`src/hw/rtl/frocm_pkg.sv`:
```
// shared types, widths and codes of the fifo replacement object cache map
`default_nettype none

package frocm_pkg;

    // request and register field widths
    localparam int FUNC_W    = 2;
    localparam int NOBJ_W    = 13;
    localparam int SLOTS_W   = 7;
    localparam int OLEN_W    = 16;
    localparam int CFG_W     = 16;
    localparam int CFG_IDX_W = 2;

    // parameter defaults
    localparam int MAX_OBJECTS_DEF = 4096;
    localparam int NUM_SLOTS_DEF   = 64;

    // register reset values
    localparam logic [NOBJ_W-1:0]  NUM_OBJECTS_RST   = NOBJ_W'(4096);
    localparam logic [SLOTS_W-1:0] SLOTS_IN_USE_RST  = SLOTS_W'(64);
    localparam logic [OLEN_W-1:0]  OBJECT_LENGTH_RST = OLEN_W'(1024);

    // register indexes
    localparam logic [CFG_IDX_W-1:0] CFG_NUM_OBJECTS   = 2'd0;
    localparam logic [CFG_IDX_W-1:0] CFG_SLOTS_IN_USE  = 2'd1;
    localparam logic [CFG_IDX_W-1:0] CFG_OBJECT_LENGTH = 2'd2;

    // request operation codes
    localparam logic [FUNC_W-1:0] FUNC_LOOKUP = 2'd0;
    localparam logic [FUNC_W-1:0] FUNC_PLACE  = 2'd1;
    localparam logic [FUNC_W-1:0] FUNC_CLEAR  = 2'd2;

    // controller to datapath commands
    typedef struct packed {
        logic accept;    // capture request, read object map
        logic owner_rd;  // read slot owner map at the looked-up slot
        logic commit;    // update maps and load the result register
    } frocm_cmd_t;

endpackage

`default_nettype wire

```
`src/hw/rtl/frocm_ctrl.sv`:
```
// controller state machine of the fifo replacement object cache map
`default_nettype none

module frocm_ctrl
(
    input  wire logic                 clk,
    input  wire logic                 rst_n,
    input  wire logic                 in_valid,
    output logic                      in_ready,
    output logic                      out_valid,
    input  wire logic                 out_ready,
    output frocm_pkg::frocm_cmd_t     cmd
);

    typedef enum logic [1:0] {
        ST_IDLE,
        ST_OWNER,
        ST_DECIDE
    } state_t;

    state_t state_reg;
    state_t state_next;
    logic   out_valid_reg;
    logic   out_valid_next;
    logic   out_free;

    // result register may be reloaded once empty or being taken
    assign out_free = !out_valid_reg || out_ready;

    // commands
    always_comb
    begin
        cmd.accept   = (state_reg == ST_IDLE) && in_valid;
        cmd.owner_rd = (state_reg == ST_OWNER);
        cmd.commit   = (state_reg == ST_DECIDE) && out_free;
    end

    // next state and result valid
    always_comb
    begin
        state_next     = state_reg;
        out_valid_next = out_valid_reg;
        if (out_valid_reg && out_ready)
        begin
            out_valid_next = 1'b0;
        end
        unique case (state_reg)
            ST_IDLE:
            begin
                if (in_valid)
                begin
                    state_next = ST_OWNER;
                end
            end
            ST_OWNER:
            begin
                state_next = ST_DECIDE;
            end
            ST_DECIDE:
            begin
                if (out_free)
                begin
                    state_next     = ST_IDLE;
                    out_valid_next = 1'b1;
                end
            end
            default:
            begin
                state_next = ST_IDLE;
            end
        endcase
    end

    // state and registered outputs
    always_ff @(posedge clk or negedge rst_n)
    begin
        if (!rst_n)
        begin
            state_reg     <= ST_IDLE;
            out_valid_reg <= 1'b0;
        end
        else
        begin
            state_reg     <= state_next;
            out_valid_reg <= out_valid_next;
        end
    end

    assign in_ready  = (state_reg == ST_IDLE);
    assign out_valid = out_valid_reg;

endmodule

`default_nettype wire

```
`config.mk`:
```
export PLATFORM = sky130hd
export DESIGN_NAME = frocm_ctrl
export DESIGN_NICKNAME = d
export VERILOG_FILES = /design/src/hw/rtl/frocm_pkg.sv /design/src/hw/rtl/frocm_ctrl.sv
export SDC_FILE = /design/constraint.sdc
export NUM_CORES = 1
export LEC_CHECK = 0
export ABC_CLOCK_PERIOD_IN_PS = 1450
export BUFFER_PORTS_ARGS = -buffer_cell sky130_fd_sc_hd__buf_2
export CAP_MARGIN = 10
export CORE_AREA = 2 2 39 41
export CTS_BUF_LIST = sky130_fd_sc_hd__clkbuf_16
export CTS_CLUSTER_SIZE = 20
export DETAILED_ROUTE_END_ITERATION = 8
export DIE_AREA = 0 0 41 43
export PLACE_DENSITY = 0.35
export SYNTH_ARGS = -nofsm -noshare
export SYNTH_HDL_FRONTEND = slang
export SYNTH_SLANG_ARGS = --single-unit
```
`constraint.sdc`:
```
create_clock -name clk -period 1.45 [get_ports clk]
set_clock_uncertainty 0.05 [all_clocks]
set_input_delay 0.29 -clock clk [delete_from_list [all_inputs] [get_ports clk]]
set_output_delay 0.29 -clock clk [all_outputs]
set_load 0.03 [all_outputs]
```
# After elaboration in Yosys (flattened, before gate mapping)
# Cells that the tools add are included.
# Widths: inputs -> output; s select.
[word_totals]
reg_bits = 3
latch_bits = 0
mem_bits_rw = 0
mem_bits_ro = 0
input_bits = 4
output_inout_bits = 5
n_memories = 0
[op_classes]
addsub = 0
mul = 0
div = 0
order_cmp = 0
n_eq_ne = 4
n_shift = 0
n_mux = 6
bitwise = 0
n_reduce_logical = 7
[op_table]
columns = ["op", "n"]
rows = [
  ["$pmux 2 s3", 1],
  ["$mux 2", 2],
  ["$ne 2x2->1 const B", 2],
  ["$logic_and 1x1->1", 3],
  ["$mux 1", 3],
  ["$eq 2x1->1 const B", 1],
  ["$eq 2x2->1 const B", 1],
  ["$logic_not 2->1", 1],
  ["$reduce_and 2->1", 1],
  ["$logic_not 1->1", 1],
  ["$logic_or 1x1->1", 1],
]

# Logic depth before layout (Yosys ltp)
[depth]
word_depth = 4
ltp_mapped = 2
ltp_nobuf = 2

# Least setup slack after synthesis
# No wires, ideal clock.
[synth_timing]
kind = "reg-to-output"
startpoint = "reg out_valid_reg (netlist: out_valid)"
endpoint = "out cmd[0] (netlist bit)"
t_arrival_ns = 1.088
required_time_ns = 1.110
slack_ns = 0.022
stages_incl_launch_ff = 3
cell_sequence = "dfrtp_1 -> nand2b_1 -> nor2b_1"
[synth_lines]
columns = ["item", "line_no", "rtl"]
rows = [
  ["start, declared", "frocm_ctrl.sv:23", "logic out_valid_reg;"],
  ["start signal, assigned", "frocm_ctrl.sv:85", "out_valid_reg <= out_valid_next;"],
  ["end, declared", "frocm_ctrl.sv:12", "output frocm_pkg::frocm_cmd_t cmd"],
]

==> run summary <==
Seq/Total Area, Yosys - 56.6%
Post-Syn Nets - 16
Worst vdd ir - 0.000770 V
Worst Max-Slew Pin Slew - 0.158 ns
Post-Route WL - 342 um
Post-CTS Setup Bufs - 0
First-pass GRT wire length - 552 um
IO Port Bufs - 8
Synthesized cell area - 133 um2
Worst-Skew Late Latency - 0.22 ns
Max-cap violations - 0
Hold Vio Cnt, Final - 0
Std cell rows - 14
Pwr dens - 2690 nW/um2
Max FFs per register - 2
Logic gate share of total power - 27.3%
Clock Root Buffer - clkbuf_16
Clock power frac - 55.8%
Worst path max stage delay - 0.38 ns
Gr usage total - 6.13%
Fill cells - 152
Register share of total power - 16.9%
Worst Setup Path Type - flop to primary output
CTS clock-pin slew for the worst setup and hold paths - 0.03 ns
Synth cell types - 8
Final Non-Filler Cells - 41
Critical Path Fanout Max - 3
Worst setup EP type - primary output
Commonest non-fill, non-tap cell in the layout - buf_2
Clk buf depth - 2
CP top delay family - flip-flops
Total core area - 1380 um2
Post-DP HPWL - 223 um
Largest net degree at the start of global routing - 4
Num Clock Sinks - 3
Routability cong. - 0.467
Vias in the first global route - 124
Remaining Overflow, GRT - 0
# diodes - 0
WP buf/inv - 1
Worst Setup Start Kind - flop
P&R area growth vs syn - 116%
Most frequent cells in the layout - buf_2 (6), clkbuf_16 (3), dfrtp_1 (3)
Placed cell count - 36
Synthesis Warnings - 0
Internal - 539 uW
Final net count - 30
Initial antenna violation count - 0
Inserted Clock Buffers - 3
Slew margin rel. - 89.6%
Final instance area - 287 um2
Setup-failing EPs final - 0
Die area - 1760 um2
Die height - 43 um
Worst EP arrival - 1.08 ns
CTS tree - done
Drt pass-1 iters - 2
H-tree depth - 1
Final period util - 97.6%
I/O pin total - 9
Mean Syn Cell Area - 11.1 um2
Critical Path RT - 1.11 ns
DR vias - 120
Run status - finished, final reports clean
Drt drc - 0
Post-layout minimum cycle time - 1.42 ns
Placed Area - 193 um2
Critical path cell sequence - nand2b_1 > nor2b_1 > buf_4
FMAX - 706 MHz
Synth Instances - 12
Switch share - 30.1%
Share of layout cells above drive strength 1 - 52.0%
Yosys reg bits - 3
Initial Util - 9.58%
Switching power - 232 uW
Die X-Extent - 41 um
Initial DRC Count - 1
Via-per-instance ratio - 2.93
Slew Viols, Final - 0
RSZ-0062 raised after global routing - yes
Routed Antenna Nets - 0
Post-DR wirelength/cell - 8.34 um
Critical-path cell with the highest stage delay - dfrtp_1
Leakage Power - 0.144 nW
Hold WC Path Type - input port to flop
## cell usage after synthesis
cell type	instances	area [um2]
nor2b_2	1	8.76
nand2_1	1	3.75
nor2b_1	1	6.26
o21bai_1	1	7.51
dfrtp_1	3	75.1
nand2b_1	2	12.5
and2_1	2	12.5
nor2_2	1	6.26
## timing repair
action                                  in CTS  in global routing
endpoints found under the hold margin        3                  0
endpoints found under the setup margin       1                  2
resized for setup                            1                  2
hold buffers                                 1                  0
## through the flow
step                      worst slack (ns)  power (mW)  util, %  setup TNS, ns  hold slack, ns
final                               0.0344       0.770     20.7              0           0.235
after global routing               -0.0275       0.814     20.7        -0.0275           0.247
after CTS                           0.0209       0.786     20.5              0           0.231
after detailed placement             0.240       0.331     13.9              0          0.0406
after global placement               0.261       0.327     13.9              0          0.0370
after floorplan                     0.0216       0.275        -              0         -0.0556
## per-layer routing
layer / global-route usage, % / vias to the layer above / share of wire [%]
met3: 6.28 / 0 / 18
met1: 4.52 / 49 / 43
li1: - / 62 / -
met4: 10.0 / 0 / 0
met5: 0 / - / 0
met2: 6.25 / 9 / 39
## cells by family after synthesis
group            share of synthesized area (%)
AO/OA/AOI/OAI                             5.66
flip-flops                                56.6
AND/OR/NAND/NOR                           37.7
## layout make-up
class                   instances  area, um2  area share, %
clock inverters                 1       3.75           1.31
clock buffers                   3       75.1           26.2
multi-input cells               9       57.6           20.1
flip-flops and latches          3       75.1           26.2
repair buffers                  9       55.1           19.2
well taps                      16       20.0           6.99
## power groups by stage
stage | sequential (mW) | combinational, mW | clock [mW]
2_1_floorplan | 0.153 | 0.122 | 0
3_3_place_gp | 0.129 | 0.198 | 0
3_5_place_dp | 0.131 | 0.200 | 0
4_1_cts | 0.131 | 0.209 | 0.446
5_1_grt | 0.134 | 0.229 | 0.451
6_report | 0.130 | 0.210 | 0.430
## worst paths after layout
path	end	startpoint	slack [ns]	depth (start not counted)
worst max-delay path	cmd[0]	state_reg[0]	0.03	3
worst min-delay path	state_reg[0]	in_valid	0.23	2
worst max register to register	state_reg[1]	state_reg[0]	0.58	2
worst min register to register	out_valid	out_valid	0.46	2
max in group asynchronous	out_valid	rst_n	0.90	2
min in group asynchronous	state_reg[1]	rst_n	0.34	2
Note: power is estimated with default switching activity, not from simulation.
